### src/rtl/vecc_pkg.sv
// Shared types and constants for the Voronoi edge cell classifier.
`default_nettype none

package vecc_pkg;

   localparam logic [1:0] CMD_LOAD     = 2'd0;
   localparam logic [1:0] CMD_MOVE     = 2'd1;
   localparam logic [1:0] CMD_CLASSIFY = 2'd2;

   localparam logic CSR_GRID_COLUMNS = 1'b0;
   localparam logic CSR_GRID_ROWS    = 1'b1;

   localparam logic [6:0] GRID_RESET = 7'd64;

   localparam int RESEED_LIMIT = 2400;
   localparam int NEAR_LIMIT   = 1200;
   localparam int GAP_BRIGHT   = 190;
   localparam int GAP_DIM_BASE = 580;
   localparam int GAP_DIM_DIV  = 180;
   localparam logic [3:0] HALF_CELL = 4'd8;
   localparam logic [11:0] TICK_MAX = 12'hFFF;

   localparam int QUEUE_DEPTH = 2;
   localparam int QUEUE_PTR_W = 1;

   typedef enum logic [1:0] {
      OP_LOAD,
      OP_MOVE,
      OP_CLASSIFY,
      OP_NONE
   } op_type;

   typedef enum logic [1:0] {
      CLASS_OFF    = 2'd0,
      CLASS_BRIGHT = 2'd1,
      CLASS_DIM    = 2'd2
   } cell_class_type;

   typedef struct packed {
      op_type             op;
      logic [2:0]         slot;
      logic [9:0]         x;
      logic [9:0]         y;
      logic signed [4:0]  vx;
      logic signed [4:0]  vy;
      logic [9:0]         cx;
      logic [9:0]         cy;
   } item_type;

endpackage

`default_nettype wire

### src/rtl/vecc_front.sv
// Front end: accepts request items and decodes them into queue entries.
`default_nettype none

module vecc_front #(
   parameter int SITES = 8
) (
   input  logic              req_valid,
   output logic              req_stall,
   input  logic [1:0]        req_cmd,
   input  logic [2:0]        req_site_slot,
   input  logic [9:0]        req_site_x,
   input  logic [9:0]        req_site_y,
   input  logic signed [4:0] req_site_vx,
   input  logic signed [4:0] req_site_vy,
   input  logic [5:0]        req_cell_col,
   input  logic [5:0]        req_cell_row,
   input  logic [6:0]        eff_cols,
   input  logic [6:0]        eff_rows,
   input  logic              q_full,
   output logic              q_push,
   output vecc_pkg::item_type q_item
);
   import vecc_pkg::*;

   logic in_grid;

   assign req_stall = q_full;
   assign q_push    = req_valid && !q_full;
   assign in_grid   = ({1'b0, req_cell_col} < eff_cols) && ({1'b0, req_cell_row} < eff_rows);

   always_comb begin
      q_item.slot = req_site_slot;
      q_item.x    = req_site_x;
      q_item.y    = req_site_y;
      q_item.vx   = req_site_vx;
      q_item.vy   = req_site_vy;
      q_item.cx   = {req_cell_col, HALF_CELL};
      q_item.cy   = {req_cell_row, HALF_CELL};
      unique case (req_cmd)
         CMD_LOAD:     q_item.op = (32'(req_site_slot) < SITES) ? OP_LOAD : OP_NONE;
         CMD_MOVE:     q_item.op = OP_MOVE;
         CMD_CLASSIFY: q_item.op = in_grid ? OP_CLASSIFY : OP_NONE;
         default:      q_item.op = OP_NONE;
      endcase
   end

endmodule

`default_nettype wire

### src/rtl/vecc_queue.sv
// Short FIFO of decoded items between front and back.
`default_nettype none

module vecc_queue (
   input  logic               clock,
   input  logic               reset,
   input  logic               push,
   input  vecc_pkg::item_type push_item,
   output logic               full,
   input  logic               pop,
   output logic               pop_valid,
   output vecc_pkg::item_type pop_item
);
   import vecc_pkg::*;

   item_type                 entry_ff [QUEUE_DEPTH];
   logic [QUEUE_PTR_W-1:0]   wr_ptr_ff;
   logic [QUEUE_PTR_W-1:0]   rd_ptr_ff;
   logic [QUEUE_PTR_W:0]     count_ff;
   logic                     do_push;
   logic                     do_pop;

   assign full      = (count_ff == (QUEUE_PTR_W+1)'(QUEUE_DEPTH));
   assign pop_valid = (count_ff != '0);
   assign pop_item  = entry_ff[rd_ptr_ff];
   assign do_push   = push && !full;
   assign do_pop    = pop && pop_valid;

   always_ff @(posedge clock) begin
      if (reset) begin
         wr_ptr_ff <= '0;
         rd_ptr_ff <= '0;
         count_ff  <= '0;
      end else begin
         if (do_push) begin
            entry_ff[wr_ptr_ff] <= push_item;
            wr_ptr_ff           <= wr_ptr_ff + 1'b1;
         end
         if (do_pop) begin
            rd_ptr_ff <= rd_ptr_ff + 1'b1;
         end
         priority if (do_push && !do_pop) begin
            count_ff <= count_ff + 1'b1;
         end else if (do_pop && !do_push) begin
            count_ff <= count_ff - 1'b1;
         end else begin
            count_ff <= count_ff;
         end
      end
   end

endmodule

`default_nettype wire

### src/rtl/vecc_back.sv
// Back end: site table, move sequencer, shared distance unit and result register.
`default_nettype none

module vecc_back #(
   parameter int SITES = 8,
   parameter int POS_W = 10
) (
   input  logic               clock,
   input  logic               reset,
   input  logic               q_valid,
   input  vecc_pkg::item_type q_item,
   output logic               q_pop,
   input  logic [POS_W-1:0]   max_x,
   input  logic [POS_W-1:0]   max_y,
   output logic               rsp_valid,
   input  logic               rsp_stall,
   output logic [1:0]         rsp_cell_class,
   output logic [11:0]        rsp_tick_count,
   output logic               rsp_reseed_due
);
   import vecc_pkg::*;

   localparam int IDX_W  = $clog2(SITES);
   localparam int SQ_W   = 2 * POS_W;
   localparam int D_W    = SQ_W + 1;
   localparam int PROD_W = D_W + 8;

   typedef enum logic [2:0] {
      S_IDLE,
      S_MOVE,
      S_DIST,
      S_DRAIN,
      S_GAP,
      S_CLASS,
      S_DONE
   } state_type;

   typedef struct packed {
      logic [POS_W-1:0]  p;
      logic signed [4:0] v;
   } axis_type;

   function automatic axis_type move_axis(input logic [POS_W-1:0] p,
                                          input logic signed [4:0] v,
                                          input logic [POS_W-1:0] maxp);
      logic signed [POS_W+1:0] sum;
      axis_type r;
      sum = $signed({2'b00, p}) + $signed({{(POS_W-3){v[4]}}, v});
      priority if (sum < 0) begin
         r.p = '0;
         r.v = -v;
      end else if (sum > $signed({2'b00, maxp})) begin
         r.p = maxp;
         r.v = -v;
      end else begin
         r.p = sum[POS_W-1:0];
         r.v = v;
      end
      return r;
   endfunction

   state_type          state_ff;
   logic [IDX_W-1:0]   idx_ff;
   item_type           cur_ff;
   logic [POS_W-1:0]   pos_x_ff [SITES];
   logic [POS_W-1:0]   pos_y_ff [SITES];
   logic signed [4:0]  vel_x_ff [SITES];
   logic signed [4:0]  vel_y_ff [SITES];
   logic [11:0]        ticks_ff;
   logic [SQ_W-1:0]    sq_x_ff;
   logic [SQ_W-1:0]    sq_y_ff;
   logic [D_W-1:0]     near_ff;
   logic [D_W-1:0]     sec_ff;
   logic               bright_ff;
   logic               gap_low_ff;
   logic [PROD_W-1:0]  prod_ff;
   cell_class_type     class_ff;
   logic               rsp_valid_ff;
   logic [1:0]         rsp_class_ff;
   logic [11:0]        rsp_ticks_ff;
   logic               rsp_reseed_ff;

   logic [POS_W-1:0]        px;
   logic [POS_W-1:0]        py;
   axis_type                ax_in;
   axis_type                ay_in;
   logic signed [POS_W:0]   dx;
   logic signed [POS_W:0]   dy;
   logic signed [2*POS_W+1:0] sqx_full;
   logic signed [2*POS_W+1:0] sqy_full;
   logic [D_W-1:0]          sq_sum;
   logic [D_W-1:0]          gap_in;
   logic [PROD_W-1:0]       prod_in;
   logic                    last_idx;
   logic                    out_free;

   assign px       = pos_x_ff[idx_ff];
   assign py       = pos_y_ff[idx_ff];
   assign ax_in    = move_axis(px, vel_x_ff[idx_ff], max_x);
   assign ay_in    = move_axis(py, vel_y_ff[idx_ff], max_y);
   assign dx       = $signed({1'b0, POS_W'(cur_ff.cx)}) - $signed({1'b0, px});
   assign dy       = $signed({1'b0, POS_W'(cur_ff.cy)}) - $signed({1'b0, py});
   assign sqx_full = dx * dx;
   assign sqy_full = dy * dy;
   assign sq_sum   = {1'b0, sq_x_ff} + {1'b0, sq_y_ff};
   assign gap_in   = sec_ff - near_ff;
   // g < base + n/div  <=>  g < base, or div*(g - base + 1) <= n
   assign prod_in  = PROD_W'(gap_in - D_W'(GAP_DIM_BASE - 1)) * PROD_W'(GAP_DIM_DIV);
   assign last_idx = (idx_ff == IDX_W'(SITES - 1));
   assign out_free = !rsp_valid_ff || !rsp_stall;
   assign q_pop    = (state_ff == S_IDLE) && q_valid;

   assign rsp_valid      = rsp_valid_ff;
   assign rsp_cell_class = rsp_class_ff;
   assign rsp_tick_count = rsp_ticks_ff;
   assign rsp_reseed_due = rsp_reseed_ff;

   always_ff @(posedge clock) begin
      if (reset) begin
         state_ff     <= S_IDLE;
         idx_ff       <= '0;
         ticks_ff     <= '0;
         rsp_valid_ff <= 1'b0;
         for (int i = 0; i < SITES; i++) begin
            pos_x_ff[i] <= '0;
            pos_y_ff[i] <= '0;
            vel_x_ff[i] <= '0;
            vel_y_ff[i] <= '0;
         end
      end else begin
         // in S_DONE the result register is reloaded below
         if (rsp_valid_ff && !rsp_stall && (state_ff != S_DONE)) begin
            rsp_valid_ff <= 1'b0;
         end
         unique case (state_ff)
            S_IDLE: begin
               idx_ff   <= '0;
               class_ff <= CLASS_OFF;
               near_ff  <= '1;
               sec_ff   <= '1;
               if (q_valid) begin
                  cur_ff <= q_item;
                  unique case (q_item.op)
                     OP_LOAD: begin
                        pos_x_ff[IDX_W'(q_item.slot)] <= POS_W'(q_item.x);
                        pos_y_ff[IDX_W'(q_item.slot)] <= POS_W'(q_item.y);
                        vel_x_ff[IDX_W'(q_item.slot)] <= q_item.vx;
                        vel_y_ff[IDX_W'(q_item.slot)] <= q_item.vy;
                        state_ff <= S_DONE;
                     end
                     OP_MOVE:     state_ff <= S_MOVE;
                     OP_CLASSIFY: state_ff <= S_DIST;
                     OP_NONE:     state_ff <= S_DONE;
                  endcase
               end
            end
            S_MOVE: begin
               pos_x_ff[idx_ff] <= ax_in.p;
               vel_x_ff[idx_ff] <= ax_in.v;
               pos_y_ff[idx_ff] <= ay_in.p;
               vel_y_ff[idx_ff] <= ay_in.v;
               idx_ff           <= idx_ff + 1'b1;
               if (last_idx) begin
                  if (ticks_ff != TICK_MAX) begin
                     ticks_ff <= ticks_ff + 1'b1;
                  end
                  state_ff <= S_DONE;
               end
            end
            S_DIST, S_DRAIN: begin
               if (state_ff == S_DIST) begin
                  sq_x_ff <= sqx_full[SQ_W-1:0];
                  sq_y_ff <= sqy_full[SQ_W-1:0];
                  idx_ff  <= idx_ff + 1'b1;
               end
               // squares of the previous site arrive registered, behind the index
               if (state_ff == S_DRAIN || idx_ff != '0) begin
                  priority if (sq_sum < near_ff) begin
                     sec_ff  <= near_ff;
                     near_ff <= sq_sum;
                  end else if (sq_sum < sec_ff) begin
                     sec_ff <= sq_sum;
                  end else begin
                     sec_ff <= sec_ff;
                  end
               end
               priority if (state_ff == S_DRAIN) begin
                  state_ff <= S_GAP;
               end else if (last_idx) begin
                  state_ff <= S_DRAIN;
               end else begin
                  state_ff <= state_ff;
               end
            end
            S_GAP: begin
               bright_ff  <= (near_ff < D_W'(NEAR_LIMIT)) || (gap_in < D_W'(GAP_BRIGHT));
               gap_low_ff <= (gap_in < D_W'(GAP_DIM_BASE));
               prod_ff    <= prod_in;
               state_ff   <= S_CLASS;
            end
            S_CLASS: begin
               priority if (bright_ff) begin
                  class_ff <= CLASS_BRIGHT;
               end else if (gap_low_ff || (prod_ff <= PROD_W'(near_ff))) begin
                  class_ff <= CLASS_DIM;
               end else begin
                  class_ff <= CLASS_OFF;
               end
               state_ff <= S_DONE;
            end
            S_DONE: begin
               if (out_free) begin
                  rsp_valid_ff  <= 1'b1;
                  rsp_class_ff  <= class_ff;
                  rsp_ticks_ff  <= ticks_ff;
                  rsp_reseed_ff <= (ticks_ff > 12'(RESEED_LIMIT));
                  state_ff      <= S_IDLE;
               end
            end
            default: state_ff <= S_IDLE;
         endcase
      end
   end

endmodule

`default_nettype wire

### src/rtl/voronoi_edge_cell_classifier_core.sv
// Top level of the Voronoi edge cell classifier: grid registers, front, queue, back.
//
//   channel  direction  handshake            payload
//   req      in         req_valid/req_stall  cmd, site_slot, site_x/y, site_vx/vy, cell_col/row
//   rsp      out        rsp_valid/rsp_stall  cell_class, tick_count, reseed_due
//   csr      in         csr_write            csr_index, csr_data
//
// Load and no-op items go straight to the result step; move updates one site
// per cycle, and classify passes one site per cycle through the shared
// squared-distance unit, then gap and class steps.
// Reset is synchronous; it clears the site table, tick count and queue.
// A two-entry queue lets requests be taken while the back end works or the
// result register is held by rsp_stall.
`default_nettype none

module voronoi_edge_cell_classifier_core #(
   parameter int SITES       = 8,
   parameter int MAX_COLUMNS = 64,
   parameter int MAX_ROWS    = 64
) (
   input  logic              clock,
   input  logic              reset,
   input  logic              req_valid,
   output logic              req_stall,
   input  logic [1:0]        req_cmd,
   input  logic [2:0]        req_site_slot,
   input  logic [9:0]        req_site_x,
   input  logic [9:0]        req_site_y,
   input  logic signed [4:0] req_site_vx,
   input  logic signed [4:0] req_site_vy,
   input  logic [5:0]        req_cell_col,
   input  logic [5:0]        req_cell_row,
   output logic              rsp_valid,
   input  logic              rsp_stall,
   output logic [1:0]        rsp_cell_class,
   output logic [11:0]       rsp_tick_count,
   output logic              rsp_reseed_due,
   input  logic              csr_write,
   input  logic              csr_index,
   input  logic [6:0]        csr_data
);
   import vecc_pkg::*;

   localparam int COL_LIM = (MAX_COLUMNS < 127) ? MAX_COLUMNS : 127;
   localparam int ROW_LIM = (MAX_ROWS < 127) ? MAX_ROWS : 127;
   localparam int DIM_LIM = (COL_LIM > ROW_LIM) ? COL_LIM : ROW_LIM;
   localparam int SPAN_W  = $clog2((DIM_LIM - 1) * 16 + 1);
   localparam int POS_W   = (SPAN_W > 10) ? SPAN_W : 10;

   logic [6:0]       cols_ff;
   logic [6:0]       rows_ff;
   logic [6:0]       eff_cols;
   logic [6:0]       eff_rows;
   logic [6:0]       cols_m1;
   logic [6:0]       rows_m1;
   logic [POS_W-1:0] max_x;
   logic [POS_W-1:0] max_y;
   logic             q_full;
   logic             q_push;
   logic             q_pop;
   logic             q_valid;
   item_type         push_item;
   item_type         pop_item;

   always_ff @(posedge clock) begin
      if (reset) begin
         cols_ff <= GRID_RESET;
         rows_ff <= GRID_RESET;
      end else if (csr_write) begin
         unique case (csr_index)
            CSR_GRID_COLUMNS: cols_ff <= csr_data;
            CSR_GRID_ROWS:    rows_ff <= csr_data;
         endcase
      end
   end

   always_comb begin
      priority if (cols_ff == '0) begin
         eff_cols = 7'd1;
      end else if (32'(cols_ff) > MAX_COLUMNS) begin
         eff_cols = 7'(COL_LIM);
      end else begin
         eff_cols = cols_ff;
      end
      priority if (rows_ff == '0) begin
         eff_rows = 7'd1;
      end else if (32'(rows_ff) > MAX_ROWS) begin
         eff_rows = 7'(ROW_LIM);
      end else begin
         eff_rows = rows_ff;
      end
   end

   assign cols_m1 = eff_cols - 7'd1;
   assign rows_m1 = eff_rows - 7'd1;
   assign max_x   = POS_W'({cols_m1, 4'b0000});
   assign max_y   = POS_W'({rows_m1, 4'b0000});

   vecc_front #(
      .SITES(SITES)
   ) u_front (
      .req_valid     (req_valid),
      .req_stall     (req_stall),
      .req_cmd       (req_cmd),
      .req_site_slot (req_site_slot),
      .req_site_x    (req_site_x),
      .req_site_y    (req_site_y),
      .req_site_vx   (req_site_vx),
      .req_site_vy   (req_site_vy),
      .req_cell_col  (req_cell_col),
      .req_cell_row  (req_cell_row),
      .eff_cols      (eff_cols),
      .eff_rows      (eff_rows),
      .q_full        (q_full),
      .q_push        (q_push),
      .q_item        (push_item)
   );

   vecc_queue u_queue (
      .clock     (clock),
      .reset     (reset),
      .push      (q_push),
      .push_item (push_item),
      .full      (q_full),
      .pop       (q_pop),
      .pop_valid (q_valid),
      .pop_item  (pop_item)
   );

   vecc_back #(
      .SITES(SITES),
      .POS_W(POS_W)
   ) u_back (
      .clock          (clock),
      .reset          (reset),
      .q_valid        (q_valid),
      .q_item         (pop_item),
      .q_pop          (q_pop),
      .max_x          (max_x),
      .max_y          (max_y),
      .rsp_valid      (rsp_valid),
      .rsp_stall      (rsp_stall),
      .rsp_cell_class (rsp_cell_class),
      .rsp_tick_count (rsp_tick_count),
      .rsp_reseed_due (rsp_reseed_due)
   );

endmodule

`default_nettype wire

### config.mk
export PLATFORM = sky130hd
export DESIGN_NAME = voronoi_edge_cell_classifier_core
export DESIGN_NICKNAME = d
export VERILOG_FILES = /design/src/rtl/vecc_pkg.sv /design/src/rtl/vecc_front.sv /design/src/rtl/vecc_queue.sv /design/src/rtl/vecc_back.sv /design/src/rtl/voronoi_edge_cell_classifier_core.sv
export SDC_FILE = /design/constraint.sdc
export NUM_CORES = 2
export LEC_CHECK = 0
export BUFFER_PORTS_ARGS = -buffer_cell sky130_fd_sc_hd__buf_4
export CAP_MARGIN = 20
export CORE_MARGIN = 2
export CORE_UTILIZATION = 50
export CTS_CLUSTER_DIAMETER = 100
export DETAILED_ROUTE_END_ITERATION = 7
export GPL_TIMING_DRIVEN = 0
export PLACE_DENSITY = 0.74
export SYNTH_ARGS = -nofsm -noshare
export SYNTH_HDL_FRONTEND = slang
export SYNTH_SLANG_ARGS = --single-unit
### constraint.sdc
create_clock -name clock -period 9.25 [get_ports clock]
set_clock_uncertainty 0.1 [all_clocks]
set_input_delay 0.4625 -clock clock [delete_from_list [all_inputs] [get_ports clock]]
set_output_delay 0.4625 -clock clock [all_outputs]
set_load 0.03 [all_outputs]
==> summary.md <==
| Metric | Value |
|---|---|
| Syn Inst Count | `around 3,300` |
| Hold depth | `3` |
| Die W | `275 um` |
| Worst R2R Setup Slack | `about 360 ps` |
| Clock Sinks | `between 500 and 600` |
| CTS tree | `done` |
| Setup TNS | `0 ps` |
| Num CTS Buffers | `53` |
| ANT nets after route | `0` |
| First-pass GRT wire length | `about 140,000 um` |
| Die height | `about 280 um` |
| Layout cells sized above 1 | `8.79%` |
| Post-synth EDFFs | `between 400 and 500` |
| Max cap viols | `0` |
| Vias | `between 20,000 and 30,000` |
| CTS H-tree lvls | `2` |
| Vias per cell | `~5.5` |
| Final WL | `87,200 um` |
| First-pass detailed-route iteration total | `6` |
| RSZ-0062 raised after global routing | `false` |
| Hold Fails Final Rpt | `0` |
| Final core utilization | `56.5%` |
| CP max FO | `19` |
| Hold Path End | `u_back.rsp_valid` |
| Post-CTS Setup Repair Bufs | `0` |
| Synth-to-Final Area Change | `11.9%` |
| Dpl hpwl | `66,800 um` |
| Core footprint | `around 0.073 mm2` |
| Worst setup path class | `reg2reg` |
| Hold_sp | `rsp_stall` |
| Gr ovfl total | `0` |
| Initial antenna violation count | `1` |
| CP startpoint kind | `flip-flop` |
| Worst path max stage delay | `~570 ps` |
| Async SR Flop Fraction | `0%` |
| CP arrival | `about 9300 ps` |
| Nets | `between 4,000 and 5,000` |
| Layout Cells excl Fill | `4,533` |
| R2R depth | `30` |
| Peak Freq | `0.112 GHz` |
| CP Capture Type | `flip-flop` |
| Setup violators final | `0` |
| Reg2reg end | `u_back.sq_y_ff[18]` |
| Final Max Tran Viols | `0` |
| Final min period | `8890 ps` |
| Most used flip-flop cell after synthesis | `edfxtp_1` |
| Port buffer count | `73` |
| Total Routing Usage GR | `between 20% and 30%` |
| Global placement routability congestion | `between 0.9 and 1` |
| # placed instances | `4,392` |
| Rel. slew slack | `between 30% and 40%` |
| Least-Margin Pin Slew | `approximately 1000 ps` |
| Synth warn | `0` |
| Vias in the first global route | `25,700` |
| FF+latch count, synth | `513` |
| CP max-delay cell | `fa_1` |
| Status | `complete, no violations` |
| I/O pins | `77` |
| Met1 Use GR | `between 20% and 30%` |
| Fin Hold WS | `35.4 ps` |
| Commonest non-fill, non-tap cell in the layout | `inv_1` |
| Largest net degree at the start of global routing | `25` |
| Max Root-Sink Buffers | `3` |
| Residual DRC | `0` |
| Ant. Diodes | `0` |
| CTS clk-pin slew, worst paths | `approximately 60 ps` |
| Post-synth cell types | `95` |
| GR Util met2 | `just over 40%` |
| Syn Std Cell Area | `0.0368 mm2` |
| Met3 Use GR | `3.03%` |
| Top Usage Layer GRT | `met2` |
| WL/cell | `~19 um` |
| Rows | `99` |
| Root buf cell | `clkbuf_16` |
| Starting density of the core | `50.5%` |
| Clk_lat worst skew | `between 600 and 700 ps` |
| Required time of the critical path | `approximately 9600 ps` |
| Die Area | `roughly 0.076 mm2` |
| Worst min-delay path class | `in2reg` |
| Syn nets | `~3,900` |
| Commonest non-fill, non-tap cells in the layout | `490 x inv_1, 472 x edfxtp_1, 436 x nor2_1` |
| Seq/Total Area, Yosys | `between 40% and 50%` |
| Syn Area/Cell | `approximately 11 um2` |
| DRT iter0 DRCs | `~2,000` |
| Period utilisation layout | `between 90% and 100%` |
[metrics by stage]
stage | worst slack [ps] | cell area (um2)
after floorplan | 706 | 36800
after global placement | -925 | 38500
after detailed placement | -1120 | 38900
after CTS | 7.99 | 41100
after global routing | 36.0 | 41200
final | 359 | 41200
[sequential cells by signal, summed over array words and instances, names as in the netlist, 2 cells and up, named ones only]
| name | flops |
|---|---|
| u_back.sq_x_ff | 19 |
| rows_ff | 7 |
| u_back.pos_y_ff | 80 |
| u_back.near_ff | 21 |
| u_back.sec_ff | 21 |
| u_back.state_ff | 3 |
| u_back.rsp_cell_class | 2 |
| u_back.vel_x_ff | 40 |
| u_queue.count_ff | 2 |
| u_back.cur_ff | 12 |
| u_back.class_ff | 2 |
| u_back.prod_ff | 27 |
| u_back.vel_y_ff | 40 |
| u_back.sq_y_ff | 19 |
| u_back.idx_ff | 3 |
| cols_ff | 7 |
| u_back.rsp_tick_count | 12 |
| u_queue.entry_ff | 94 |
| u_back.pos_x_ff | 80 |
| u_back.ticks_ff | 12 |
[final cells by class]
cell class	count	area, um2
inverters	498	1870
multi-input cells	2235	19600
repair buffers	147	1390
clock inverters	29	302
fillers	6045	31700
clock buffers	66	1390
flip-flops and latches	513	15000
plain buffers	86	404
well taps	959	1200
[what timing repair did]
item,in CTS,in global routing
endpoints found under the hold margin,99,0
gates resized for setup,11,21
hold buffers,51,0
endpoints found under the setup margin,20,8
[cells in the mapped netlist, types with 6 or more instances]
cell	instances	area, um2
o21ai_0	81	405
nor3_1	28	140
edfxtp_1	472	14200
a31oi_1	19	119
nand2b_1	59	369
nor4_1	12	75.1
dfxtp_1	41	821
a211oi_1	16	120
o2111ai_1	8	70.1
inv_1	490	1840
o21a_1	31	233
clkbuf_1	67	251
o22a_1	6	52.6
nor2_1	436	1640
nand3_1	36	180
a211o_1	9	78.8
o22ai_1	6	37.5
a21oi_1	137	686
ha_1	303	3790
and3_1	11	68.8
a21o_1	53	398
o211ai_1	13	97.6
mux4_1	8	210
or4_1	6	45.0
nand2_1	184	691
mux2_2	18	203
mux2i_1	65	651
nand4_1	17	106
o21bai_1	15	113
or3_1	18	113
xor2_1	46	403
a2111oi_0	6	52.6
mux4_2	52	1170
and2_1	35	219
buf_1	11	41.3
or2_2	6	37.5
buf_2	8	40.0
nor2b_1	27	169
fa_1	231	4620
xnor2_1	136	1190
[per-layer routing]
metal	share of wire (%)	vias up
met3	6.0	190
met5	0	-
met2	50	834
met4	4.0	0
met1	40	12200
li1	-	11800
[cell families after synthesis]
family	synth area share, %
compound gates	8.31
xor+xnor	4.47
mux	6.30
buf+inv	6.12
flops	40.8
fa+ha+maj	22.9
simple gates	11.2
[worst max-delay path, delay by kind of cell, from the launching register on]
family,cells,cell delay (ps)
fa+ha+maj,7,3280
buf+inv,9,1890
compound gates,7,1550
simple gates,5,990
mux,1,380
flops,1,310
xor+xnor,1,210
[worst max-delay path by stage]
stage	end	cells past startpoint	slack (ps)	startpoint
6_report	u_back.sq_y_ff[18]	30	360	flip-flop
5_1_grt	u_back.sq_y_ff[19]	33	40	flip-flop
4_1_cts	u_back.sq_x_ff[18]	30	8	flip-flop
3_5_place_dp	u_back.sq_x_ff[18]	32	-1120	flip-flop
3_3_place_gp	u_back.sq_x_ff[18]	32	-920	flip-flop
2_1_floorplan	u_back.sq_x_ff[18]	33	710	flip-flop
Power is left out: the tool's default activity adds up to more than one toggle a clock period on the data nets, which glitch-free logic cannot reach.
